==> config.mk <==
export PLATFORM = sky130hd
export DESIGN_NAME = led_ring_clock_frame_render
export DESIGN_NICKNAME = d
export VERILOG_FILES = /design/src/sv/lrcfr_pkg.sv /design/src/sv/led_ring_clock_frame_render.sv
export SDC_FILE = /design/constraint.sdc
export NUM_CORES = 1
export LEC_CHECK = 0
export BUFFER_PORTS_ARGS = -buffer_cell sky130_fd_sc_hd__buf_2
export CAP_MARGIN = 20
export CORE_ASPECT_RATIO = 0.5
export CORE_MARGIN = 2
export CORE_UTILIZATION = 40
export DETAILED_ROUTE_END_ITERATION = 6
export GPL_TIMING_DRIVEN = 0
export PLACE_DENSITY = 0.66
export SLEW_MARGIN = 20
export SYNTH_ARGS = -nofsm -noshare
export SYNTH_HDL_FRONTEND = slang
export SYNTH_SLANG_ARGS = --single-unit
==> constraint.sdc <==
create_clock -name aclk -period 7.45 [get_ports aclk]
set_input_delay 0.3725 -clock aclk [delete_from_list [all_inputs] [get_ports aclk]]
set_output_delay 0.3725 -clock aclk [all_outputs]
set_load 0.02 [all_outputs]
==> src/sv/lrcfr_pkg.sv <==
// Shared types, constants and colour helpers for the ring clock frame renderer.
// No dependencies; imported by led_ring_clock_frame_render.
`timescale 1ns / 1ps
`default_nettype none

package lrcfr_pkg;

    localparam int unsigned RING = 60;

    typedef logic [23:0] rgb_t;
    typedef logic [5:0]  pos_t;

    // configuration register indexes
    typedef enum logic [2:0] {
        REG_OFF_COLOR    = 3'd0,
        REG_MARKER_COLOR = 3'd1,
        REG_MINUTE_COLOR = 3'd2,
        REG_HOUR_COLOR   = 3'd3,
        REG_NOON_COLOR   = 3'd4,
        REG_ROTATION     = 3'd5,
        REG_FADE_INC     = 3'd6
    } reg_idx_t;

    localparam rgb_t       OFF_COLOR_RST    = 24'h020002;
    localparam rgb_t       MARKER_COLOR_RST = 24'h110011;
    localparam rgb_t       MINUTE_COLOR_RST = 24'h003599;
    localparam rgb_t       HOUR_COLOR_RST   = 24'h336600;
    localparam rgb_t       NOON_COLOR_RST   = 24'h460046;
    localparam pos_t       ROTATION_RST     = 6'd30;
    localparam logic [7:0] FADE_INC_RST     = 8'd3;

    localparam pos_t LAST_PIXEL = 6'(RING - 1);

    // value below 120 reduced into 0..59
    function automatic pos_t wrap60(input logic [6:0] v);
        return (v >= 7'(RING)) ? pos_t'(v - 7'(RING)) : pos_t'(v);
    endfunction

    // (a - b) mod 60 for a, b below 60
    function automatic pos_t sub60(input pos_t a, input pos_t b);
        return wrap60({1'b0, a} + 7'(RING) - {1'b0, b});
    endfunction

    // clock position on a multiple of five; c*13 >> 6 is c/5 below 60
    function automatic logic is_marker(input pos_t c);
        logic [9:0] t;
        logic [3:0] q;
        t = 10'(c) * 10'd13;
        q = t[9:6];
        return c == (6'({q, 2'b00}) + 6'(q));
    endfunction

    function automatic logic [3:0] mod12(input logic [4:0] h);
        if (h >= 5'd24) begin
            return 4'(h - 5'd24);
        end else if (h >= 5'd12) begin
            return 4'(h - 5'd12);
        end
        return 4'(h);
    endfunction

    function automatic logic [2:0] div12(input logic [5:0] m);
        return 3'(m >= 6'd12) + 3'(m >= 6'd24) + 3'(m >= 6'd36)
             + 3'(m >= 6'd48) + 3'(m >= 6'd60);
    endfunction

    function automatic rgb_t sat_add(input rgb_t a, input rgb_t b);
        rgb_t       r;
        logic [8:0] s;
        for (int ch = 0; ch < 3; ch++) begin
            s = {1'b0, a[ch*8 +: 8]} + {1'b0, b[ch*8 +: 8]};
            r[ch*8 +: 8] = s[8] ? 8'hFF : s[7:0];
        end
        return r;
    endfunction

    // drawing over the background, or with the background colour, replaces
    function automatic rgb_t draw(input rgb_t cur, input rgb_t c, input rgb_t off);
        return (c != off && cur != off) ? sat_add(cur, c) : c;
    endfunction

    function automatic rgb_t comet_rgb(input logic [13:0] prod);
        logic [7:0] b;
        b = (prod > 14'd255) ? 8'hFF : prod[7:0];
        return {b, 8'h00, 1'b0, b[7:1]};
    endfunction

endpackage

`default_nettype wire

==> src/sv/led_ring_clock_frame_render.sv <==
// Ring clock frame renderer: request register, pixel sequencer and a
// five-stage colour pipeline ending in the output register.
// Depends on lrcfr_pkg.
//
// Usage: each item on the s_ channel is one frame request (time and comet
// step). The block answers with 60 items on the m_ channel, pixel 0 to 59,
// m_tlast on pixel 59. Colours and rotation come from the cfg_ write port,
// which must only be used between frames.
// Pixel 0 goes from the request register through the sequencer and stages 2
// to 6 to the m_ channel. The pixel sequencer issues one pixel per cycle while
// m_tready does not stall the pipeline; the next request is held in the request
// register and starts right after pixel 59 is issued.
// The colour pipeline (distances and comet level, base colour, minute,
// hour, comet) advances as a whole; when m_tready is low while a pixel is
// presented, every stage and the sequencer hold, so nothing is lost or repeated.
// Reset (aresetn low, synchronous) empties the pipeline and restores the
// default register values.
`timescale 1ns / 1ps
`default_nettype none

module led_ring_clock_frame_render
    import lrcfr_pkg::*;
#(
    parameter int TRAIL_STEPS  = 18,
    parameter int MINUTE_WIDTH = 2,
    parameter int HOUR_WIDTH   = 1
) (
    input  wire logic        aclk,
    input  wire logic        aresetn,
    input  wire logic        cfg_wr_en,
    input  wire logic [2:0]  cfg_addr,
    input  wire logic [23:0] cfg_wr_data,
    input  wire logic        s_tvalid,
    output logic             s_tready,
    // hours [4:0], minutes [10:5], seconds [16:11], anim_step [21:17]
    input  wire logic [23:0] s_tdata,
    output logic             m_tvalid,
    input  wire logic        m_tready,
    // pixel_index [5:0], pixel_color [29:6]
    output logic [31:0]      m_tdata,
    output logic             m_tlast
);

    // configuration registers
    rgb_t       off_color_reg, marker_color_reg, minute_color_reg;
    rgb_t       hour_color_reg, noon_color_reg;
    pos_t       rotation_reg;
    logic [7:0] fade_inc_reg;

    always_ff @(posedge aclk) begin
        if (!aresetn) begin
            off_color_reg    <= OFF_COLOR_RST;
            marker_color_reg <= MARKER_COLOR_RST;
            minute_color_reg <= MINUTE_COLOR_RST;
            hour_color_reg   <= HOUR_COLOR_RST;
            noon_color_reg   <= NOON_COLOR_RST;
            rotation_reg     <= ROTATION_RST;
            fade_inc_reg     <= FADE_INC_RST;
        end else if (cfg_wr_en) begin
            case (reg_idx_t'(cfg_addr))
                REG_OFF_COLOR:    off_color_reg    <= cfg_wr_data;
                REG_MARKER_COLOR: marker_color_reg <= cfg_wr_data;
                REG_MINUTE_COLOR: minute_color_reg <= cfg_wr_data;
                REG_HOUR_COLOR:   hour_color_reg   <= cfg_wr_data;
                REG_NOON_COLOR:   noon_color_reg   <= cfg_wr_data;
                REG_ROTATION:     rotation_reg     <= cfg_wr_data[5:0];
                REG_FADE_INC:     fade_inc_reg     <= cfg_wr_data[7:0];
                default: ;
            endcase
        end
    end

    logic adv;          // whole pipeline moves
    logic a_take;       // sequencer takes the request from the request register
    logic s_accept;

    // ---------------- request register ----------------
    logic [4:0] in_hours, in_step;
    logic [5:0] in_minutes, in_seconds;
    assign in_hours   = s_tdata[4:0];
    assign in_minutes = s_tdata[10:5];
    assign in_seconds = s_tdata[16:11];
    assign in_step    = s_tdata[21:17];

    pos_t rot_next, pos_m_next, pos_h_next, spos_next, back_n_next;
    logic [5:0] hour_base;
    logic comet_en_next, tail_en_next;

    always_comb begin
        rot_next      = wrap60({1'b0, rotation_reg});
        pos_m_next    = wrap60({1'b0, wrap60({1'b0, in_minutes})} + {1'b0, rot_next});
        hour_base     = 6'({mod12(in_hours), 2'b00}) + 6'(mod12(in_hours));
        pos_h_next    = wrap60(7'(hour_base) + 7'(rot_next) + 7'(div12(in_minutes)));
        spos_next     = wrap60({1'b0, wrap60({1'b0, in_seconds})} + {1'b0, rot_next});
        comet_en_next = {1'b0, in_step} < 6'(TRAIL_STEPS);
        back_n_next   = 6'(TRAIL_STEPS) - {1'b0, in_step};
        tail_en_next  = (in_step != 5'd0) && ({1'b0, in_step} != 6'(TRAIL_STEPS - 1));
    end

    logic       a_valid_reg;
    pos_t       a_rot_reg, a_pos_m_reg, a_pos_h_reg, a_spos_reg, a_back_n_reg;
    logic [4:0] a_step_reg;
    logic       a_comet_en_reg, a_tail_en_reg;

    assign s_tready = !a_valid_reg || a_take;
    assign s_accept = s_tvalid && s_tready;

    always_ff @(posedge aclk) begin
        if (!aresetn) begin
            a_valid_reg <= 1'b0;
        end else if (s_accept) begin
            a_valid_reg <= 1'b1;
        end else if (a_take) begin
            a_valid_reg <= 1'b0;
        end
        if (s_accept) begin
            a_rot_reg      <= rot_next;
            a_pos_m_reg    <= pos_m_next;
            a_pos_h_reg    <= pos_h_next;
            a_spos_reg     <= spos_next;
            a_back_n_reg   <= back_n_next;
            a_step_reg     <= in_step;
            a_comet_en_reg <= comet_en_next;
            a_tail_en_reg  <= tail_en_next;
        end
    end

    // ---------------- pixel sequencer ----------------
    logic       busy_reg;
    pos_t       p_reg, g_rot_reg, g_pos_m_reg, g_pos_h_reg, g_head_reg;
    logic [4:0] g_step_reg;
    logic       g_comet_en_reg, g_tail_en_reg;
    logic       frame_end;

    assign frame_end = !busy_reg || p_reg == LAST_PIXEL;
    assign a_take    = adv && a_valid_reg && frame_end;

    always_ff @(posedge aclk) begin
        if (!aresetn) begin
            busy_reg <= 1'b0;
        end else if (adv && frame_end) begin
            busy_reg <= a_valid_reg;
        end
        if (a_take) begin
            p_reg          <= '0;
            g_rot_reg      <= a_rot_reg;
            g_pos_m_reg    <= a_pos_m_reg;
            g_pos_h_reg    <= a_pos_h_reg;
            g_head_reg     <= sub60(a_spos_reg, a_back_n_reg);
            g_step_reg     <= a_step_reg;
            g_comet_en_reg <= a_comet_en_reg;
            g_tail_en_reg  <= a_tail_en_reg;
        end else if (adv && busy_reg && !frame_end) begin
            p_reg <= p_reg + 6'd1;
        end
    end

    // ---------------- stage 2: distances, comet level ----------------
    pos_t        p_inc;
    logic        is_head, is_tail;
    logic [5:0]  level;

    always_comb begin
        p_inc   = (p_reg == LAST_PIXEL) ? '0 : p_reg + 6'd1;
        is_head = g_comet_en_reg && p_reg == g_head_reg;
        is_tail = g_comet_en_reg && g_tail_en_reg && p_inc == g_head_reg;
        level   = is_head ? {1'b0, g_step_reg} + 6'd1 : {1'b0, g_step_reg};
    end

    logic        s2_valid_reg;
    pos_t        s2_idx_reg, s2_clk_reg;
    logic        s2_noon_reg, s2_m_hit_reg, s2_h_hit_reg, s2_c_hit_reg;
    logic [13:0] s2_prod_reg;

    always_ff @(posedge aclk) begin
        if (!aresetn) begin
            s2_valid_reg <= 1'b0;
        end else if (adv) begin
            s2_valid_reg <= busy_reg;
        end
        if (adv) begin
            s2_idx_reg   <= p_reg;
            s2_clk_reg   <= sub60(p_reg, g_rot_reg);
            s2_noon_reg  <= p_reg == g_rot_reg;
            s2_m_hit_reg <= sub60(g_pos_m_reg, p_reg) < 6'(MINUTE_WIDTH);
            s2_h_hit_reg <= sub60(g_pos_h_reg, p_reg) < 6'(HOUR_WIDTH);
            s2_c_hit_reg <= is_head || is_tail;
            s2_prod_reg  <= 14'(fade_inc_reg) * 14'(level);
        end
    end

    // ---------------- stage 3: base frame colour, comet colour ----------------
    logic s3_valid_reg, s4_valid_reg, s5_valid_reg, s6_valid_reg;
    pos_t s3_idx_reg, s4_idx_reg, s5_idx_reg, s6_idx_reg;
    logic s3_m_hit_reg, s3_h_hit_reg, s4_h_hit_reg;
    logic s3_c_hit_reg, s4_c_hit_reg, s5_c_hit_reg;
    rgb_t s3_base_reg, s4_col_reg, s5_col_reg, s6_col_reg;
    rgb_t s3_comet_reg, s4_comet_reg, s5_comet_reg;

    always_ff @(posedge aclk) begin
        if (!aresetn) begin
            s3_valid_reg <= 1'b0;
            s4_valid_reg <= 1'b0;
            s5_valid_reg <= 1'b0;
            s6_valid_reg <= 1'b0;
        end else if (adv) begin
            s3_valid_reg <= s2_valid_reg;
            s4_valid_reg <= s3_valid_reg;
            s5_valid_reg <= s4_valid_reg;
            s6_valid_reg <= s5_valid_reg;
        end
        if (adv) begin
            // stage 3
            s3_idx_reg   <= s2_idx_reg;
            s3_base_reg  <= s2_noon_reg ? noon_color_reg :
                            (is_marker(s2_clk_reg) ? marker_color_reg : off_color_reg);
            s3_comet_reg <= comet_rgb(s2_prod_reg);
            s3_m_hit_reg <= s2_m_hit_reg;
            s3_h_hit_reg <= s2_h_hit_reg;
            s3_c_hit_reg <= s2_c_hit_reg;
            // stage 4: minute hand
            s4_idx_reg   <= s3_idx_reg;
            s4_col_reg   <= s3_m_hit_reg ?
                            draw(s3_base_reg, minute_color_reg, off_color_reg) : s3_base_reg;
            s4_comet_reg <= s3_comet_reg;
            s4_h_hit_reg <= s3_h_hit_reg;
            s4_c_hit_reg <= s3_c_hit_reg;
            // stage 5: hour hand
            s5_idx_reg   <= s4_idx_reg;
            s5_col_reg   <= s4_h_hit_reg ?
                            draw(s4_col_reg, hour_color_reg, off_color_reg) : s4_col_reg;
            s5_comet_reg <= s4_comet_reg;
            s5_c_hit_reg <= s4_c_hit_reg;
            // stage 6: comet, output register
            s6_idx_reg   <= s5_idx_reg;
            s6_col_reg   <= s5_c_hit_reg ?
                            draw(s5_col_reg, s5_comet_reg, off_color_reg) : s5_col_reg;
        end
    end

    assign adv      = !s6_valid_reg || m_tready;
    assign m_tvalid = s6_valid_reg;
    assign m_tdata  = {2'b00, s6_col_reg, s6_idx_reg};
    assign m_tlast  = s6_idx_reg == LAST_PIXEL;

    // ---------------- checks ----------------
    a_pixel_order: assert property (@(posedge aclk) disable iff (!aresetn)
        (m_tvalid && m_tready && !m_tlast) |=>
            (!m_tvalid || m_tdata[5:0] == $past(m_tdata[5:0]) + 6'd1))
        else $error("pixel index out of order");

    a_seq_hold: assert property (@(posedge aclk) disable iff (!aresetn)
        (busy_reg && !adv) |=> (busy_reg && p_reg == $past(p_reg)))
        else $error("sequencer moved during stall");

    a_take_one_frame: assert property (@(posedge aclk) disable iff (!aresetn)
        (a_take && !s_accept) |=> (!a_valid_reg && busy_reg && p_reg == '0))
        else $error("request not handed to sequencer");

endmodule

`default_nettype wire
# == Yosys cells after proc, flatten, opt, wreduce, memory -nomap -nowiden ==
# Cells that the tools add are included.
# totals
ff_bits,416
latchBits,0
ramBits,0
mem_bits_ro,0
in_bits,56
output_inout_bits,35
word_cells,205
n_memories,0
# op_classes
n_addsub,41
n_mul,2
n_div,0
order_cmp,21
eq_ne,19
n_shift,0
n_mux,36
bitwise_logic,0
reduce_logical,31
# op_table
cell,count
$mux 24,8
$ne 24x24->1,6
$mux 6,12
$mux 8,9
$add 8x8->9,7
$sub 6x6->6 const B,10
$ge 7x6->1 const B,7
$ge 6x6->1 const B,6
$add 6x6->7 const B,4
$sub 7x6->7,4
$eq 6x6->1,4
$add 6x6->7,3
$gt 14x8->1 const B,1
$mul 8x6->14,1
$reduce_and 2->1,7
$logic_and 1x1->1,13
$add 6x4->6,2
$eq 6x6->1 const B,2
$mux 4,3
$mul 6x4->10 const B,1
$add 8x7->9,1
$eq 3x3->1 const B,3
$sub 4x4->4 const B,2
$add 7x3->7,1
other kinds (22),33

# == Longest topological paths before layout ==
# depth
word_depth,9
depth_mapped,21
ltp_nobuf,20

# == Worst setup path before layout ==
# No wires, ideal clock.
# synth_path
path_kind,reg-to-reg
startpoint,"register s6_valid_reg, in the netlist m_tvalid"
endpoint,register g_comet_en_reg (enable)
setup_ps,401
t_arrival_ps,5468
required_ps,7049
setup_slack_ps,1582
path_stages_with_launch,5
path_buffers,0
synth_period_minus_slack_ps,5868
path_cell_list,dfxtp_1 -> nor2b_1 -> clkinv_1 -> nand2_1 -> nor2_1
# synth_via
elab_chain_cells,4
# synth_rtl
element,line_no,rtl
start: declaration,led_ring_clock_frame_render.sv:193,"logic s3_valid_reg, s4_valid_reg, s5_valid_reg, s6_valid_reg;"
start signal: assignment,led_ring_clock_frame_render.sv:210,s6_valid_reg <= s5_valid_reg;
$logic_not 1->1,led_ring_clock_frame_render.sv:241,assign adv = !s6_valid_reg || m_tready;
$logic_or 1x1->1,led_ring_clock_frame_render.sv:241,
named net adv,led_ring_clock_frame_render.sv:73,logic adv;
$logic_and 1x1->1 (2 in series),led_ring_clock_frame_render.sv:136,assign a_take = adv && a_valid_reg && frame_end;
named net a_take,led_ring_clock_frame_render.sv:74,logic a_take;
end signal: assignment,led_ring_clock_frame_render.sv:151,g_comet_en_reg <= a_comet_en_reg;
end: declaration,led_ring_clock_frame_render.sv:132,"logic g_comet_en_reg, g_tail_en_reg;"
# The timed path passes the listed nets, and every way through them passes these cells.
# A chain may end at the register's enable or synchronous reset.

# == Final worst setup path ==
# layout_path
startpoint,register p_reg[3]
endpoint,"register s2_prod_reg[13], data pin"
# layout_via
elab_chain_cells,4
# layout_rtl
element,line_no,rtl
start: declaration,led_ring_clock_frame_render.sv:130,"pos_t p_reg, g_rot_reg, g_pos_m_reg, g_pos_h_reg, g_head_reg;"
start signal: assignment,led_ring_clock_frame_render.sv:154,p_reg <= p_reg + 6'd1;
$eq 6x6->1,led_ring_clock_frame_render.sv:165,is_head = g_comet_en_reg && p_reg == g_head_reg;
$logic_and 1x1->1,led_ring_clock_frame_render.sv:165,
$mux 6,led_ring_clock_frame_render.sv:167,"level = is_head ? {1'b0, g_step_reg} + 6'd1 : {1'b0, g_step_reg};"
$mul 8x6->14,led_ring_clock_frame_render.sv:188,s2_prod_reg <= 14'(fade_inc_reg) * 14'(level);
end signal: assignment,led_ring_clock_frame_render.sv:188,
end: declaration,led_ring_clock_frame_render.sv:173,logic [13:0] s2_prod_reg;
# No other way between the ends.

==> impl_metrics.sql <==
INSERT INTO impl_metrics (metric_group, metric, value, unit) VALUES
('run_status', 'run_status', 'complete, no violations', ''),
('yosys', 'distinct_cell_type_count_of_the_synthesized_netlist', '76', ''),
('placement', 'numPortBuffers', '85', ''),
('timing', 'setup_total_negative_slack', '0', 'ns'),
('timing', 'final_min_period_over_clock_period', '0.818', ''),
('critical_path', 'setup.worst_path.start', 'p_reg[3]', ''),
('timing', 'finalSetupViolations', '0', ''),
('critical_path', 'endpoint_kind', 'register', ''),
('yosys', 'top_post_synthesis_cells_by_count', 'nand2_1 (344), edfxtp_1 (247), inv_1 (237)', ''),
('drt', 'drc', '0', ''),
('critical_path', 'cp_launch_type', 'register', ''),
('placement', 'dp_hpwl', '47100', 'µm'),
('cts', 'skew_pair_late_insertion_delay', '0.56', 'ns'),
('floorplanning', 'coreArea', '0.0609', 'mm²'),
('timing', 'rsz_0062_raised_after_global_routing', 'no', ''),
('cts', 'cts_hold_buffers_added', '0', ''),
('cells_and_area', 'post_route_cells_drive_above_1_share', '0.101', ''),
('yosys', 'synth_seq_cells', '394', ''),
('pwr', 'power.density_cell_area', '302', 'mW/mm²'),
('critical_path', 'cp.required', '7.87', 'ns'),
('cells_and_area', 'area_delta_synth_final', '12.2', '%'),
('timing', 'max_freq', '164', 'MHz'),
('cells_and_area', 'antenna_cells_inserted', '0', ''),
('drt', 'drt.antenna.violating_nets', '0', ''),
('cells_and_area', 'stdcell_count', '3460', ''),
('drt', 'via_cell_ratio', '5.20', ''),
('pwr', 'vdd.ir_drop.worst', '0.000308', 'V'),
('timing', 'timing.final.crit_period', '6.09', 'ns'),
('global_route', 'first_pass_grt_wire_length', '95900', 'µm'),
('drt', 'first_iter_violations', '1272', ''),
('cts', 'cts.reportedPaths.clkPinSlew', '0.07', 'ns'),
('job', 'drv.max_cap_violation_count', '0', ''),
('cts', 'cts-root-buf', 'clkbuf_16', ''),
('critical_path', 'cp.arrival', '6.52', 'ns'),
('placement', 'placedCellCount', '3385', ''),
('yosys', 'synth_area_per_cell', '9.92', 'µm²'),
('cts', 'cts_repair_resize_count', '0', ''),
('hold_path', 'holdCritStartpoint', 's_tdata[18]', ''),
('cts', 'tritoncts', 'built', ''),
('timing', 'slew-limit-headroom', '0.280', ''),
('placement', 'gp_congestion', '0.940', ''),
('yosys', 'biggest_area_consumer_among_synthesized_cells', 'edfxtp_1', ''),
('hold_path', 'hp-class', 'in -> reg', ''),
('cts', 'clkSinkCount', '394', ''),
('cts', 'postCtsSetupBuffers', '0', ''),
('yosys', 'synthesis.area', '0.0245', 'mm²'),
('global_route', 'grt_overflow_total', '0', ''),
('yosys', 'synth-async-reset-ratio', '0', ''),
('floorplanning', 'fp.dieW', '354', 'µm'),
('cts', 'cts_htree_levels', '2', ''),
('drt', 'first_pass_iters', '5', ''),
('cells_and_area', 'nets', '2900', ''),
('yosys', 'yosysMostFrequentCell', 'nand2_1', ''),
('cts', 'cts_buffer_depth', '3', ''),
('global_route', 'antenna_found_initial', '0', ''),
('yosys', 'netlist_top_cells_area', 'edfxtp_1 (30%), dfxtp_1 (12%), ha_1 (9.9%)', ''),
('floorplanning', 'die_h', '179', 'µm'),
('floorplanning', 'placementRows', '64', ''),
('floorplanning', 'initial_core_util', '0.403', ''),
('timing', 'drv_slew', '0', ''),
('critical_path', 'reg2reg_slack', '1.36', 'ns'),
('global_route', 'global_route.usage.total', '0.192', ''),
('yosys', 'yosys_most_used_dff', 'edfxtp_1', ''),
('critical_path', 'rr_startpoint', 'p_reg[3]', ''),
('timing', 'worst_pin_slew', '1.07', 'ns'),
('global_route', 'grt_start_max_net_pins', '80', ''),
('critical_path', 'critical_path_class', 'reg -> reg', ''),
('yosys', 'synth.top_cell.area_share', '0.303', ''),
('timing', 'hold_viol_final', '0', ''),
('global_route', 'via_count_of_the_first_global_routing_pass', '17614', ''),
('yosys', 'synth_edf_count', '247', ''),
('yosys', 'sequential_share_of_the_synthesized_area', '0.423', ''),
('cts', 'tritoncts.num_buffers', '41', ''),
('yosys', 'syn_inst', '2470', ''),
('yosys', 'synthesis.yosys.warnings', '0', ''),
('pwr', 'total_power', '8.31', 'mW'),
('drt', 'wl', '61400', 'µm'),
('drt', 'avgRoutedWirePerCell', '17.8', 'µm'),
('floorplanning', 'io_pins', '91', ''),
('critical_path', 'critical_path_peak_fanout', '8', ''),
('pwr', 'p_leak', '11.9', 'nW'),
('drt', 'routed-via-count', '17978', ''),
('timing', 'fin_skew', '0.0268', 'ns'),
('floorplanning', 'die_area', '0.0634', 'mm²');
==> layout by cell type, fill, tap and decap left out, drive strengths merged, types with 36 or more instances in the layout <==
cell type	netlist	layout
nor2b	41	41
clkbuf	59	114
buf	32	121
a21boi	122	122
inv	238	241
ha	193	193
nand4	39	39
nand2	344	344
nor2	92	92
nand3	51	51
fa	48	48
dfxtp	147	147
o21ai	98	98
mux2i	36	36
xor2	49	49
xnor2	172	172
a21oi	98	98
mux2	55	55
edfxtp	247	247
==> stage by stage <==
step	hold slack [ns]	setup WS [ns]	util	area, µm²
final	0.0616	1.36	0.452	27500
after global routing	0.0550	0.975	0.452	27500
after CTS	0.0431	1.36	0.452	27500
after detailed placement	0.405	1.41	0.428	26100
after global placement	0.401	-0.951	0.427	26000
after floorplan	0.400	1.58	-	24500
==> cell type report <==
type	instances	area, µm²
tap	825	1030
fill	5769	33400
multi-input combinational	1747	12800
buffer	91	408
timing repair buffer	89	528
inverter	239	905
clock inverter	20	248
clock buffer	55	1160
sequential	394	10400
==> power breakdown <==
part           switching, mW  total, mW  internal, mW
logic                   1.75       3.23          1.48
clock network          0.879       2.15          1.27
registers              0.230       2.93          2.70
==> layer usage <==
| layer | GRT usage | up-vias | share of wire |
|---|---|---|---|
| met3 | 0.0225 | 114 | 0.051 |
| met2 | 0.328 | 438 | 0.46 |
| met5 | 0 | - | 0 |
| li1 | - | 8819 | - |
| met1 | 0.256 | 8607 | 0.46 |
| met4 | 0.0607 | 0 | 0.027 |
==> cell families (layout without fill, tap and decap cells) <==
logic type | count (synthesis) | in the layout | synth area share
buffers and inverters | 330 | 494 | 0.0534
flip-flops | 394 | 394 | 0.423
other | 1 | 2 | 0.000153
AND/OR/NAND/NOR | 730 | 730 | 0.140
AO/OA/AOI/OAI | 460 | 460 | 0.125
adder cells (fa/ha/maj) | 241 | 241 | 0.138
XOR/XNOR | 223 | 223 | 0.0808
multiplexers | 91 | 91 | 0.0400
==> worst paths after layout <==
check                         end  cells past startpoint
hold / removal      a_step_reg[1]                      1
hold reg to reg     s6_idx_reg[0]                      0
setup / recovery  s2_prod_reg[13]                     19
setup reg to reg  s2_prod_reg[13]                     19
==> worst max-delay path: stages (launching register included) <==
cell      delay, ns
dfxtp_1        0.51
clkbuf_1       0.32
xnor2_1        0.24
nand4_1        0.13
and4bb_2       0.38
mux2i_1        0.76
nor2b_1        0.15
fa_1           0.53
inv_1          0.05
fa_1           0.48
fa_1           0.54
inv_1          0.04
ha_1           0.33
a21o_1         0.17
a21oi_1        0.21
o21bai_1       0.11
a21oi_1        0.24
o21ai_0        0.22
or4_1          0.45
nand3_1        0.09
(Power assumes the default switching activity.)
